**config.mk**
```make
export PLATFORM = sky130hd
export DESIGN_NAME = ink_edge_profile_rows_unit
export DESIGN_NICKNAME = d
export VERILOG_FILES = /design/src/hw/rtl/iep_pkg.sv /design/src/hw/rtl/iep_fifo.sv /design/src/hw/rtl/iep_front.sv /design/src/hw/rtl/iep_back.sv /design/src/hw/rtl/ink_edge_profile_rows_unit.sv
export SDC_FILE = /design/constraint.sdc
export NUM_CORES = 2
export LEC_CHECK = 0
export ABC_AREA = 1
export BUFFER_PORTS_ARGS = -buffer_cell sky130_fd_sc_hd__buf_4
export CORE_MARGIN = 2
export CORE_UTILIZATION = 60
export DETAILED_ROUTE_END_ITERATION = 16
export PLACE_DENSITY = 0.73
export SYNTH_ARGS = -nofsm -noshare
export SYNTH_HDL_FRONTEND = slang
export SYNTH_SLANG_ARGS = --single-unit
```
**constraint.sdc**
```tcl
create_clock -name aclk -period 16.7 [get_ports aclk]
set_input_delay 5.01 -clock aclk [delete_from_list [all_inputs] [get_ports aclk]]
set_output_delay 5.01 -clock aclk [all_outputs]
set_load 0.05 [all_outputs]
```
**src/hw/rtl/iep_pkg.sv**
```systemverilog
package iep_pkg;

    localparam int BANDS      = 16;
    localparam int MAX_DIM    = 4096;
    localparam int DIM_W      = $clog2(MAX_DIM);
    localparam int BAND_W     = (BANDS > 1) ? $clog2(BANDS) : 1;
    localparam int FIFO_DEPTH = 4;

    typedef enum logic [2:0] {
        REG_ALPHA_FLOOR     = 3'd0,
        REG_PEN_X           = 3'd1,
        REG_BASELINE_Y      = 3'd2,
        REG_INV_EM_PX       = 3'd3,
        REG_BAND_BOTTOM_EM  = 3'd4,
        REG_INV_BAND_HEIGHT = 3'd5,
        REG_ADVANCE_EM      = 3'd6
    } reg_idx_t;

    typedef struct packed {
        logic signed [23:0] pen_x;
        logic signed [23:0] baseline_y;
        logic [23:0]        inv_em_px;
        logic signed [23:0] band_bottom_em;
        logic [23:0]        inv_band_height;
        logic [22:0]        advance_em;
    } cfg_t;

    typedef struct packed {
        logic             inked;
        logic             frame;
        logic [DIM_W-1:0] row;
        logic [DIM_W-1:0] first_col;
        logic [DIM_W-1:0] last_col;
        logic [7:0]       first_alpha;
        logic [7:0]       last_alpha;
    } row_rec_t;

endpackage

```
**src/hw/rtl/iep_fifo.sv**
```systemverilog
module iep_fifo
    import iep_pkg::*;
(
    input  logic     aclk,
    input  logic     aresetn,
    input  logic     push,
    input  row_rec_t push_data,
    output logic     full,
    input  logic     pop,
    output logic     not_empty,
    output row_rec_t pop_data
);

    localparam int PTR_W = $clog2(FIFO_DEPTH);

    row_rec_t           mem [FIFO_DEPTH];
    logic [PTR_W-1:0]   wr_ptr_reg;
    logic [PTR_W-1:0]   rd_ptr_reg;
    logic [PTR_W:0]     count_reg;

    assign full      = (count_reg == (PTR_W + 1)'(FIFO_DEPTH));
    assign not_empty = (count_reg != '0);
    assign pop_data  = mem[rd_ptr_reg];

    always_ff @(posedge aclk) begin
        if (push) begin
            mem[wr_ptr_reg] <= push_data;
        end
    end

    always_ff @(posedge aclk) begin
        if (!aresetn) begin
            wr_ptr_reg <= '0;
            rd_ptr_reg <= '0;
            count_reg  <= '0;
        end else begin
            if (push) begin
                wr_ptr_reg <= (wr_ptr_reg == PTR_W'(FIFO_DEPTH - 1)) ? '0 : wr_ptr_reg + 1'b1;
            end
            if (pop) begin
                rd_ptr_reg <= (rd_ptr_reg == PTR_W'(FIFO_DEPTH - 1)) ? '0 : rd_ptr_reg + 1'b1;
            end
            if (push && !pop) begin
                count_reg <= count_reg + 1'b1;
            end else if (pop && !push) begin
                count_reg <= count_reg - 1'b1;
            end
        end
    end

endmodule

```
**src/hw/rtl/iep_front.sv**
```systemverilog
module iep_front
    import iep_pkg::*;
(
    input  logic       aclk,
    input  logic       aresetn,
    input  logic [7:0] alpha_floor,
    input  logic       accept,
    input  logic [7:0] alpha,
    input  logic       row_end,
    input  logic       frame_end,
    output logic       push,
    output row_rec_t   push_data
);

    localparam logic [DIM_W-1:0] DIM_LAST = DIM_W'(MAX_DIM - 1);

    logic [DIM_W-1:0] col_reg;
    logic [DIM_W-1:0] row_reg;
    logic [DIM_W-1:0] first_col_reg;
    logic [DIM_W-1:0] last_col_reg;
    logic [7:0]       first_alpha_reg;
    logic [7:0]       last_alpha_reg;
    logic             inked_reg;
    logic             ink;
    logic             ends_row;

    assign ink      = (alpha >= alpha_floor);
    assign ends_row = row_end || frame_end;
    assign push     = accept && ends_row;

    always_comb begin
        push_data.inked       = inked_reg || ink;
        push_data.frame       = frame_end;
        push_data.row         = row_reg;
        push_data.first_col   = inked_reg ? first_col_reg : col_reg;
        push_data.first_alpha = inked_reg ? first_alpha_reg : alpha;
        push_data.last_col    = ink ? col_reg : last_col_reg;
        push_data.last_alpha  = ink ? alpha : last_alpha_reg;
        if (!(inked_reg || ink)) begin
            push_data.first_col   = '0;
            push_data.first_alpha = '0;
            push_data.last_col    = '0;
            push_data.last_alpha  = '0;
        end
    end

    always_ff @(posedge aclk) begin
        if (!aresetn) begin
            col_reg         <= '0;
            row_reg         <= '0;
            first_col_reg   <= '0;
            last_col_reg    <= '0;
            first_alpha_reg <= '0;
            last_alpha_reg  <= '0;
            inked_reg       <= 1'b0;
        end else if (accept) begin
            if (ends_row) begin
                col_reg         <= '0;
                inked_reg       <= 1'b0;
                first_col_reg   <= '0;
                last_col_reg    <= '0;
                first_alpha_reg <= '0;
                last_alpha_reg  <= '0;
                if (frame_end) begin
                    row_reg <= '0;
                end else if (row_reg != DIM_LAST) begin
                    row_reg <= row_reg + 1'b1;
                end
            end else begin
                if (col_reg != DIM_LAST) begin
                    col_reg <= col_reg + 1'b1;
                end
                if (ink) begin
                    if (!inked_reg) begin
                        first_col_reg   <= col_reg;
                        first_alpha_reg <= alpha;
                    end
                    last_col_reg   <= col_reg;
                    last_alpha_reg <= alpha;
                    inked_reg      <= 1'b1;
                end
            end
        end
    end

endmodule

```
**src/hw/rtl/iep_back.sv**
```systemverilog
module iep_back
    import iep_pkg::*;
(
    input  logic               aclk,
    input  logic               aresetn,
    input  cfg_t               cfg,
    input  logic               rec_valid,
    input  row_rec_t           rec,
    output logic               rec_pop,
    output logic               m_valid,
    input  logic               m_ready,
    output logic [4:0]         m_band_index,
    output logic               m_band_has_ink,
    output logic signed [23:0] m_left_em,
    output logic signed [23:0] m_right_em,
    output logic               m_top_valid,
    output logic signed [23:0] m_top_em,
    output logic [22:0]        m_advance_out,
    output logic               m_last
);

    localparam logic signed [51:0] CLAMP_LO  = -52'sd2139095040;
    localparam logic signed [51:0] CLAMP_HI  = 52'sd2139095039;
    localparam logic signed [51:0] SAT_HI    = 52'sd8388607;
    localparam logic signed [51:0] SAT_LO    = -52'sd8388608;
    localparam logic [35:0]        RECIP_255 = 36'd4311810306;

    typedef enum logic [3:0] {
        S_IDLE, S_MUL, S_YC, S_BAND, S_LDIV, S_LQ, S_RDIV, S_RQ, S_TOP, S_EMIT
    } state_t;

    state_t                 state_reg;
    state_t                 ret_reg;
    row_rec_t               rec_reg;
    logic signed [35:0]     x_reg;
    logic [35:0]            y_reg;
    logic [1:0]             k_reg;
    logic [1:0]             nch_reg;
    logic signed [67:0]     acc_reg;
    logic [BAND_W-1:0]      band_reg;
    logic [BAND_W-1:0]      idx_reg;

    logic [BANDS-1:0]       valid_reg;
    logic signed [23:0]     left_mem  [BANDS];
    logic signed [23:0]     right_mem [BANDS];
    logic signed [23:0]     top_reg;
    logic                   top_seen_reg;

    logic [11:0]            chunk;
    logic signed [48:0]     prod;
    logic signed [67:0]     acc_add;
    logic signed [35:0]     d_center;
    logic signed [35:0]     d_top;
    logic signed [35:0]     t_left;
    logic signed [35:0]     t_right;
    logic signed [35:0]     n_left;
    logic signed [35:0]     n_right;
    logic signed [35:0]     alpha_l;
    logic signed [35:0]     alpha_r;
    logic signed [35:0]     pen36;
    logic signed [35:0]     base36;
    logic signed [35:0]     yc;
    logic signed [35:0]     band_hi;
    logic signed [51:0]     m_div;
    logic signed [51:0]     m_clamp;
    logic [31:0]            u_div;
    logic signed [23:0]     q_edge;
    logic signed [51:0]     top_wide;
    logic signed [23:0]     top_sat;
    logic [BAND_W-1:0]      rd_addr;
    logic                   rd_valid;
    logic signed [23:0]     rd_left;
    logic signed [23:0]     rd_right;
    logic                   out_load;
    logic [DIM_W:0]         c1;

    always_comb begin
        unique case (k_reg)
            2'd0:    chunk = y_reg[11:0];
            2'd1:    chunk = y_reg[23:12];
            default: chunk = y_reg[35:24];
        endcase
    end

    assign prod = x_reg * $signed({1'b0, chunk});

    always_comb begin
        unique case (k_reg)
            2'd0:    acc_add = acc_reg + 68'(prod);
            2'd1:    acc_add = acc_reg + (68'(prod) <<< 12);
            default: acc_add = acc_reg + (68'(prod) <<< 24);
        endcase
    end

    assign pen36    = 36'($signed(cfg.pen_x));
    assign base36   = 36'($signed(cfg.baseline_y));
    assign d_center = base36 - $signed({{(28 - DIM_W){1'b0}}, rec_reg.row, 8'd128});
    assign d_top    = base36 - $signed({{(28 - DIM_W){1'b0}}, rec_reg.row, 8'd0});
    assign c1       = {1'b0, rec_reg.first_col} + 1'b1;
    assign t_left   = $signed({{(27 - DIM_W){1'b0}}, c1, 8'd0}) - pen36;
    assign t_right  = $signed({{(28 - DIM_W){1'b0}}, rec_reg.last_col, 8'd0}) - pen36;
    assign alpha_l  = $signed({20'd0, rec_reg.first_alpha, 8'd0});
    assign alpha_r  = $signed({20'd0, rec_reg.last_alpha, 8'd0});
    assign n_left   = (t_left <<< 8) - t_left - alpha_l;
    assign n_right  = (t_right <<< 8) - t_right + alpha_r;

    assign yc       = 36'((acc_reg + 68'sd32768) >>> 16);
    assign band_hi  = 36'(acc_reg >>> 32);
    assign m_div    = 52'((acc_reg + 68'sd8355840) >>> 16);
    assign m_clamp  = (m_div < CLAMP_LO) ? CLAMP_LO : (m_div > CLAMP_HI) ? CLAMP_HI : m_div;
    assign u_div    = 32'(m_clamp - CLAMP_LO);
    assign q_edge   = {~acc_reg[63], acc_reg[62:40]};
    assign top_wide = 52'((acc_reg + 68'sd32768) >>> 16);
    assign top_sat  = (top_wide > SAT_HI) ? 24'sh7FFFFF :
                      (top_wide < SAT_LO) ? 24'sh800000 : 24'(top_wide);

    assign rd_addr  = (state_reg == S_EMIT) ? idx_reg : band_reg;
    assign rd_valid = valid_reg[rd_addr];
    assign rd_left  = left_mem[rd_addr];
    assign rd_right = right_mem[rd_addr];

    assign rec_pop  = (state_reg == S_IDLE) && rec_valid;
    assign out_load = (state_reg == S_EMIT) && (!m_valid || m_ready);

    always_ff @(posedge aclk) begin
        if (!aresetn) begin
            state_reg    <= S_IDLE;
            ret_reg      <= S_IDLE;
            k_reg        <= '0;
            nch_reg      <= '0;
            idx_reg      <= '0;
            valid_reg    <= '0;
            top_reg      <= '0;
            top_seen_reg <= 1'b0;
            m_valid      <= 1'b0;
        end else begin
            if (m_ready && !out_load) begin
                m_valid <= 1'b0;
            end
            unique case (state_reg)
                S_IDLE: begin
                    if (rec_valid) begin
                        rec_reg <= rec;
                        idx_reg <= '0;
                        if (rec.inked) begin
                            x_reg     <= 36'sd0;
                            y_reg     <= '0;
                            acc_reg   <= '0;
                            k_reg     <= '0;
                            nch_reg   <= 2'd1;
                            state_reg <= S_YC;
                        end else if (rec.frame) begin
                            state_reg <= S_EMIT;
                        end
                    end
                end
                S_YC: begin
                    if (nch_reg == 2'd1 && y_reg == '0) begin
                        x_reg   <= d_center;
                        acc_reg <= '0;
                        k_reg   <= '0;
                        nch_reg <= 2'd1;
                        ret_reg <= S_YC;
                        y_reg   <= {12'd1, cfg.inv_em_px};
                        state_reg <= S_MUL;
                    end else begin
                        x_reg     <= yc - 36'($signed(cfg.band_bottom_em));
                        y_reg     <= {12'd0, cfg.inv_band_height};
                        acc_reg   <= '0;
                        k_reg     <= '0;
                        nch_reg   <= 2'd1;
                        ret_reg   <= S_BAND;
                        state_reg <= S_MUL;
                    end
                end
                S_MUL: begin
                    acc_reg <= acc_add;
                    if (k_reg == nch_reg) begin
                        state_reg <= ret_reg;
                    end else begin
                        k_reg <= k_reg + 1'b1;
                    end
                end
                S_BAND: begin
                    if (band_hi >= 36'sd0 && band_hi < 36'(BANDS)) begin
                        band_reg  <= BAND_W'(band_hi);
                        x_reg     <= n_left;
                        y_reg     <= {12'd0, cfg.inv_em_px};
                        acc_reg   <= '0;
                        k_reg     <= '0;
                        nch_reg   <= 2'd1;
                        ret_reg   <= S_LDIV;
                        state_reg <= S_MUL;
                    end else begin
                        state_reg <= rec_reg.frame ? S_EMIT : S_IDLE;
                    end
                end
                S_LDIV, S_RDIV: begin
                    x_reg     <= $signed({4'd0, u_div});
                    y_reg     <= RECIP_255;
                    acc_reg   <= '0;
                    k_reg     <= '0;
                    nch_reg   <= 2'd2;
                    ret_reg   <= (state_reg == S_LDIV) ? S_LQ : S_RQ;
                    state_reg <= S_MUL;
                end
                S_LQ, S_RQ: begin
                    if (!rd_valid || q_edge < rd_left) begin
                        left_mem[band_reg] <= q_edge;
                    end
                    if (!rd_valid || q_edge > rd_right) begin
                        right_mem[band_reg] <= q_edge;
                    end
                    valid_reg[band_reg] <= 1'b1;
                    x_reg     <= (state_reg == S_LQ) ? n_right : d_top;
                    y_reg     <= {12'd0, cfg.inv_em_px};
                    acc_reg   <= '0;
                    k_reg     <= '0;
                    nch_reg   <= 2'd1;
                    ret_reg   <= (state_reg == S_LQ) ? S_RDIV : S_TOP;
                    state_reg <= S_MUL;
                end
                S_TOP: begin
                    if (!top_seen_reg || top_sat > top_reg) begin
                        top_reg <= top_sat;
                    end
                    top_seen_reg <= 1'b1;
                    state_reg    <= rec_reg.frame ? S_EMIT : S_IDLE;
                end
                S_EMIT: begin
                    if (out_load) begin
                        m_valid        <= 1'b1;
                        m_band_index   <= 5'(idx_reg);
                        m_band_has_ink <= rd_valid;
                        m_left_em      <= rd_valid ? rd_left : 24'sd0;
                        m_right_em     <= rd_valid ? rd_right : 24'sd0;
                        m_top_valid    <= top_seen_reg;
                        m_top_em       <= top_seen_reg ? top_reg : 24'sd0;
                        m_advance_out  <= cfg.advance_em;
                        m_last         <= (idx_reg == BAND_W'(BANDS - 1));
                        if (idx_reg == BAND_W'(BANDS - 1)) begin
                            valid_reg    <= '0;
                            top_reg      <= '0;
                            top_seen_reg <= 1'b0;
                            state_reg    <= S_IDLE;
                        end else begin
                            idx_reg <= idx_reg + 1'b1;
                        end
                    end
                end
                default: state_reg <= S_IDLE;
            endcase
        end
    end

endmodule

```
**src/hw/rtl/ink_edge_profile_rows_unit.sv**
```systemverilog
// channel   dir  handshake          payload
// s_        in   s_valid/s_ready    s_alpha, s_row_end, s_frame_end
// m_        out  m_valid/m_ready    m_band_index .. m_last, one item per band
// cfg_      in   cfg_valid/ready    cfg_index, cfg_data
// Pixels are taken one per cycle while the four-entry row queue has room.
// Each row end is worked by the back end, on one 36x12 multiplier with two
// or three passes per product; an inked row in a band takes the most work,
// an inked row outside the bands less, and an empty row the least.
// Frame end adds one output item per band. Reset is synchronous and clears all
// control state; output stalls hold the back end while the front keeps going.
module ink_edge_profile_rows_unit
    import iep_pkg::*;
(
    input  logic               aclk,
    input  logic               aresetn,
    input  logic               s_valid,
    output logic               s_ready,
    input  logic [7:0]         s_alpha,
    input  logic               s_row_end,
    input  logic               s_frame_end,
    output logic               m_valid,
    input  logic               m_ready,
    output logic [4:0]         m_band_index,
    output logic               m_band_has_ink,
    output logic signed [23:0] m_left_em,
    output logic signed [23:0] m_right_em,
    output logic               m_top_valid,
    output logic signed [23:0] m_top_em,
    output logic [22:0]        m_advance_out,
    output logic               m_last,
    input  logic               cfg_valid,
    output logic               cfg_ready,
    input  logic [2:0]         cfg_index,
    input  logic [23:0]        cfg_data
);

    logic [7:0] alpha_floor_reg;
    cfg_t       cfg_reg;
    logic       accept;
    logic       push;
    row_rec_t   push_data;
    logic       fifo_full;
    logic       fifo_pop;
    logic       fifo_valid;
    row_rec_t   fifo_data;

    assign cfg_ready = 1'b1;
    assign s_ready   = !fifo_full;
    assign accept    = s_valid && s_ready;

    always_ff @(posedge aclk) begin
        if (!aresetn) begin
            alpha_floor_reg         <= 8'd8;
            cfg_reg.pen_x           <= '0;
            cfg_reg.baseline_y      <= '0;
            cfg_reg.inv_em_px       <= 24'd65536;
            cfg_reg.band_bottom_em  <= '0;
            cfg_reg.inv_band_height <= 24'd65536;
            cfg_reg.advance_em      <= 23'd65536;
        end else if (cfg_valid) begin
            unique case (reg_idx_t'(cfg_index))
                REG_ALPHA_FLOOR:     alpha_floor_reg         <= cfg_data[7:0];
                REG_PEN_X:           cfg_reg.pen_x           <= cfg_data;
                REG_BASELINE_Y:      cfg_reg.baseline_y      <= cfg_data;
                REG_INV_EM_PX:       cfg_reg.inv_em_px       <= cfg_data;
                REG_BAND_BOTTOM_EM:  cfg_reg.band_bottom_em  <= cfg_data;
                REG_INV_BAND_HEIGHT: cfg_reg.inv_band_height <= cfg_data;
                REG_ADVANCE_EM:      cfg_reg.advance_em      <= cfg_data[22:0];
                default: ;
            endcase
        end
    end

    iep_front u_front (
        .aclk        (aclk),
        .aresetn     (aresetn),
        .alpha_floor (alpha_floor_reg),
        .accept      (accept),
        .alpha       (s_alpha),
        .row_end     (s_row_end),
        .frame_end   (s_frame_end),
        .push        (push),
        .push_data   (push_data)
    );

    iep_fifo u_fifo (
        .aclk      (aclk),
        .aresetn   (aresetn),
        .push      (push),
        .push_data (push_data),
        .full      (fifo_full),
        .pop       (fifo_pop),
        .not_empty (fifo_valid),
        .pop_data  (fifo_data)
    );

    iep_back u_back (
        .aclk           (aclk),
        .aresetn        (aresetn),
        .cfg            (cfg_reg),
        .rec_valid      (fifo_valid),
        .rec            (fifo_data),
        .rec_pop        (fifo_pop),
        .m_valid        (m_valid),
        .m_ready        (m_ready),
        .m_band_index   (m_band_index),
        .m_band_has_ink (m_band_has_ink),
        .m_left_em      (m_left_em),
        .m_right_em     (m_right_em),
        .m_top_valid    (m_top_valid),
        .m_top_em       (m_top_em),
        .m_advance_out  (m_advance_out),
        .m_last         (m_last)
    );

    a_last_band: assert property (@(posedge aclk) disable iff (!aresetn)
        m_valid && m_last |-> m_band_index == 5'(BANDS - 1))
        else $error("last item not on final band");

    a_band_order: assert property (@(posedge aclk) disable iff (!aresetn)
        m_valid && m_ready && !m_last ##1 m_valid |->
            m_band_index == $past(m_band_index) + 5'd1)
        else $error("band items out of order");

    a_reset_quiet: assert property (@(posedge aclk)
        !aresetn |=> !m_valid)
        else $error("output valid after reset");

endmodule
```
After elaboration in Yosys (flattened, before gate mapping)
Memories as Yosys holds them, arrays and structs flattened. A register that Yosys moved wholly into a read port is not among the register bits.
Index checks and enable logic that the tools add are counted.
Widths: inputs -> output; s select.
{"block": "word_totals", "ramBits": 984, "n_memories": 3, "word_cells": 284, "reg_bits": 580, "in_bits": 42}
{"name": "u_back.left_mem", "words": 16, "width": 24, "read_ports": 1, "rd_ports_with_merged_regs": 0, "wr": 1, "line": "iep_back.sv:44", "text": "logic signed [23:0] left_mem [BANDS];"}
{"name": "u_back.right_mem", "words": 16, "width": 24, "read_ports": 1, "rd_ports_with_merged_regs": 0, "wr": 1, "line": "iep_back.sv:45", "text": "logic signed [23:0] right_mem [BANDS];"}
{"name": "u_fifo.mem", "words": 4, "width": 54, "read_ports": 1, "rd_ports_with_merged_regs": 1, "wr": 1, "line": "iep_fifo.sv:16", "text": "row_rec_t mem [FIFO_DEPTH];"}
{"block": "classes", "bitwise_logic": 2, "mux": 97, "multipliers": 1, "n_eq_ne": 34, "add_sub_neg": 24, "reduce_logical": 66, "order_cmp": 13}
{"cell": "$pmux 36 s5", "count": 2}
{"cell": "$pmux 68 s4", "count": 1}
{"cell": "$mux 36", "count": 6}
{"cell": "$mux 68", "count": 3}
{"cell": "$pmux 68 s2", "count": 1}
{"cell": "$mux 24", "count": 5}
{"cell": "$mux 12", "count": 9}
{"cell": "$sub 36x36->36", "count": 2}
{"cell": "$add 68x17->68 const B", "count": 1}
{"cell": "$add 68x24->68 const B", "count": 1}
{"cell": "$add 68x49->68", "count": 1}
{"cell": "$add 68x61->68", "count": 1}
{"cell": "$add 68x68->68", "count": 1}
{"cell": "$mux 32", "count": 2}
{"cell": "$mux 4", "count": 14}
{"cell": "$gt 52x24->1 const B", "count": 1}
{"cell": "$gt 52x32->1 const B", "count": 1}
{"cell": "$lt 52x24->1 const B", "count": 1}
{"cell": "$lt 52x32->1 const B", "count": 1}
{"cell": "$sub 24x21->25", "count": 2}
{"cell": "$mul 36x13->49", "count": 1}
{"cell": "$gt 24x24->1", "count": 2}
{"cell": "$pmux 24 s2", "count": 1}
{"cell": "$mux 40", "count": 1}
{"cell": "67 further kinds", "count": 176}

Depth between registers and ports, before layout
{"block": "logic_depth", "word_depth": 10, "mapped_depth": 52, "mapped_depth_nobuf": 50}

Cells and area by module
A second synthesis with hierarchy kept.
{"block": "unflattened", "hier_cells": 11977, "area_unflattened_um2": 102134.2}
{"mod": "iep_back", "seq_area_each_um2": 32901.6, "instances": 1, "area_per_inst_um2": 83739.1, "cells_per_inst": 9912}
{"mod": "iep_fifo", "seq_area_each_um2": 6666.4, "instances": 1, "area_per_inst_um2": 8445.6, "cells_per_inst": 582}
{"mod": "ink_edge_profile_rows_unit", "seq_area_each_um2": 3022.9, "instances": 1, "area_per_inst_um2": 6045.8, "cells_per_inst": 862}
{"mod": "iep_front", "seq_area_each_um2": 1301.2, "instances": 1, "area_per_inst_um2": 3903.7, "cells_per_inst": 621}

Worst setup path after synthesis
OpenSTA, ideal clock, no wires.
{"block": "synth_timing", "path_type": "input-to-reg", "startpoint": "input aresetn", "endpoint": "register u_back.m_advance_out[0] (enable)", "path_buffers": 2, "arrival_ns": 9.742, "path_slack_ns": 6.393, "required_time_ns": 16.135, "path_stages": 4, "cell_sequence": "inv_1 > clkbuf_1 > clkbuf_1 > nor2_1"}
{"block": "synth_between", "elab_chain_cells": 1}
{"item": "start, declared", "line": "ink_edge_profile_rows_unit.sv:15", "text": "input logic aresetn,"}
{"item": "$reduce_and 3->1 (no line)"}
{"item": "end signal, assigned", "line": "iep_back.sv:239", "text": "m_advance_out <= cfg.advance_em;"}
{"item": "end, declared", "line": "iep_back.sv:18", "text": "output logic [22:0] m_advance_out,"}
Every way passes these cells.
A chain may end at the register's enable or synchronous reset.

Worst setup path in the final report
{"block": "layout_timing", "startpoint": "register u_back.k_reg[0]", "endpoint": "register u_back.acc_reg[66] (data pin)"}
{"block": "layout_between", "elab_chain_cells": 6, "word_cells_on_any_way": 9}
{"item": "start, declared", "line": "iep_back.sv:37", "text": "logic [1:0] k_reg;"}
{"item": "start signal, assigned", "line": "iep_back.sv:181", "text": "k_reg <= k_reg + 1'b1;"}
{"item": "$eq 2x1->1 / $logic_not 2->1 (equally long branches)", "line": "iep_back.sv:78, iep_back.sv:88"}
{"item": "$pmux 12 s2", "line": "iep_back.sv:78", "text": "unique case (k_reg)"}
{"item": "$mul 36x13->49", "line": "iep_back.sv:85", "text": "assign prod = x_reg * $signed({1'b0, chunk});"}
{"item": "$add 68x68->68 (tied with other cells)", "line": "iep_back.sv:91", "text": "default: acc_add = acc_reg + (68'(prod) <<< 24);"}
{"item": "$pmux 68 s2 (*)", "line": "iep_back.sv:88", "text": "unique case (k_reg)"}
{"item": "$pmux 68 s4 (*)", "line": "iep_back.sv:140", "text": "unique case (state_reg)"}
{"item": "end signal, assigned", "line": "iep_back.sv:148", "text": "acc_reg <= '0;"}
{"item": "end signal, assigned", "line": "iep_back.sv:160", "text": "acc_reg <= '0;"}
{"item": "end signal, assigned", "line": "iep_back.sv:169", "text": "acc_reg <= '0;"}
{"item": "end, declared", "line": "iep_back.sv:39", "text": "logic signed [67:0] acc_reg;"}
Mark *: on every way between the ends. The rest lies on a longest branch, timed or not.

==> results.json <==
{
  "area_delta_synth_final_pct": 9.14,
  "cp-end-kind": "flop",
  "final.fill_count": 13500,
  "multiInputGateArea_um2": 48300,
  "track_usage": 0.434,
  "period_needed_ns": 12.06,
  "cts_root_buf": "clkbuf_16",
  "synthDistinctLibCells": 67,
  "synth_fp_nets": 12600,
  "crit_path_max_incr_delay_ns": 0.81,
  "crit_required_ns": 17.40,
  "maxCapViolCount": 0,
  "finalSetupTns_ns": 0,
  "reg2regPathDepth": 45,
  "drt_drc_violations_left": 0,
  "critPathMaxFanout": 27,
  "critPathSlowestCell": "a221oi_1",
  "num_io_pins": 148,
  "grt_pass1_wl_um": 542000,
  "drt_first_pass_iters": 9,
  "skew_ns": 0.0863,
  "start_util": 0.602,
  "synth_warnings": 0,
  "cts_sinks": 1556,
  "finalSetupViolations": 0,
  "rows": 150,
  "critical_path_class": "reg -> reg",
  "clk_latency_ns": 0.88,
  "routed_wl_um": 374000,
  "cts_setup_buffers": 0,
  "crit_buf_inv": 11,
  "slew_headroom": 0.0182,
  "htreeDepth": 4,
  "crit_cells": 45,
  "cts_made_buffers": 156,
  "drt_iter0_markers": 13000,
  "outcome": "complete, no violations",
  "ys.flop_type": "edfxtp_1",
  "synthesis.area_um2": 100000,
  "seqCellArea_um2": 43900,
  "synth-async-reset-ratio": 0,
  "io_buffers": 145,
  "cts_buffer_depth": 3,
  "arrival_ns": 12.76,
  "wl_per_cell_um": 26.6,
  "report.final.slew_viol_count": 0,
  "fmax_mhz": 82.9,
  "antenna_found_initial": 30,
  "nets": 12700,
  "cts_tree": "yes",
  "largestRegisters": "u_back.left_mem x384, u_back.right_mem x384, u_fifo.mem x216",
  "ys_seq_area_frac": 0.438,
  "period_share": 0.722,
  "globalplace.congestion": 1.09,
  "ys_ff_latch": 1556,
  "grt_max_degree": 196,
  "vias": 88200,
  "viasPerCell": 6.28,
  "crit_family": "adder cells",
  "grt_overflow": 0,
  "ctsHoldBuffers": 0,
  "hpwl_um": 273000,
  "hold_depth": 0,
  "antenna_left": 0,
  "grt_pass1_vias": 84600,
  "synth-edff-count": 1273,
  "drive_gt1_frac": 0.0614,
  "postCtsResizedCells": 0,
  "whs_ns": 0.425,
  "die_y_um": 413,
  "avgSynthCellArea_um2": 8.63,
  "cp-start-kind": "flop",
  "worstMarginPinSlew_ns": 1.47,
  "clk_pin_slew_worst_paths_ns": 0.07,
  "grt_setup_unrepaired": "false",
  "core_um2": 167000,
  "chipWidth_um": 413,
  "min_path_type": "reg -> reg",
  "finalHoldViolations": 0,
  "die_area_um2": 170000,
  "syn_inst": 11600
}
area by class of cell:
cell class                 count  share of cell area
tap                         2204              0.0252
antenna                       14            0.000320
sequential                  1556               0.401
clock inverter                87             0.00904
inverter                    1781              0.0612
multi-input combinational   7880               0.442
clock buffer                 201              0.0386
timing repair buffer         331              0.0228
routing by layer:
layer | vias to the layer above | global-route usage | part of all wire
li1 | 39100 | - | -
met1 | 42000 | 0.552 | 0.36
met2 | 5888 | 0.659 | 0.44
met3 | 1263 | 0.125 | 0.13
met4 | 10 | 0.262 | 0.072
met5 | - | 0 | 0.00016
worst register-to-register path, delay by kind of cell (launching register included):
| kind | cells | cell delay [ns] |
|---|---|---|
| xor gates and xnor gates | 1 | 0.71 |
| adders and majority gates | 8 | 3.67 |
| DFF | 1 | 0.36 |
| AOI/OAI and AO/OA | 14 | 3.61 |
| and+or+nand+nor | 11 | 1.98 |
| buffers and inverters | 11 | 1.62 |
layout by cell type (no fill, tap or decap), types with 160 or more instances in the layout:
master and instances:
fa_1 402, o21ai_0 1125, inv_1 1757, edfxtp_1 1273, ha_1 530, clkbuf_16 160, nand2_1 1879, nor2_1 1557
xor2_1 175, nand3_1 314, dfxtp_1 282, a21oi_1 821, o221ai_1 173, buf_4 330
Yosys cell counts (all sizes together), types with 176 or more instances:
cell type / count / share of area
nand3: 315 / 0.016
nor2: 1612 / 0.061
inv: 1768 / 0.066
fa: 402 / 0.080
a21oi: 822 / 0.041
xor2: 176 / 0.015
edfxtp: 1273 / 0.38
ha: 530 / 0.066
o21ai: 1131 / 0.057
clkbuf: 338 / 0.013
dfxtp: 283 / 0.056
nand2: 1910 / 0.072
kinds of logic (layout without fill, tap and decap cells):
| logic type | after synthesis | after routing | share of synthesized area |
|---|---|---|---|
| buffers and inverters | 2185 | 2400 | 0.0826 |
| AND/OR/NAND/NOR | 4104 | 4104 | 0.165 |
| flip-flops | 1556 | 1556 | 0.438 |
| other | 2 | 16 | 0.0000749 |
| XOR/XNOR | 246 | 246 | 0.0216 |
| AO/OA/AOI/OAI | 2596 | 2596 | 0.146 |
| adder cells (fa/ha/maj) | 932 | 932 | 0.146 |
metrics by stage:
step	utilization	cell area, um2	std cells	worst slack (ns)
2_1_floorplan	-	100000	11600	6.39
3_3_place_gp	0.625	104000	13800	5.28
3_5_place_dp	0.625	104000	13800	5.12
4_1_cts	0.657	109000	14000	5.09
5_1_grt	0.657	109000	14000	4.16
6_report	0.657	109000	14100	4.64
worst paths after layout:
kind / start / endpoint / slack, ns
setup / recovery: u_back.k_reg[0]$_SDFFE_PN0P_ / u_back.acc_reg[66]$_SDFFCE_PN0P_ / 4.64
hold / removal: cfg_reg[11]$_SDFFE_PN0P_ / u_back.m_advance_out[11]$_DFFE_PP_ / 0.43
setup reg to reg: u_back.k_reg[0]$_SDFFE_PN0P_ / u_back.acc_reg[66]$_SDFFCE_PN0P_ / 4.64
hold reg to reg: cfg_reg[11]$_SDFFE_PN0P_ / u_back.m_advance_out[11]$_DFFE_PP_ / 0.43
Power is left out: the tool's default activity adds up to more than one toggle a clock period on the data nets, which glitch-free logic cannot reach.
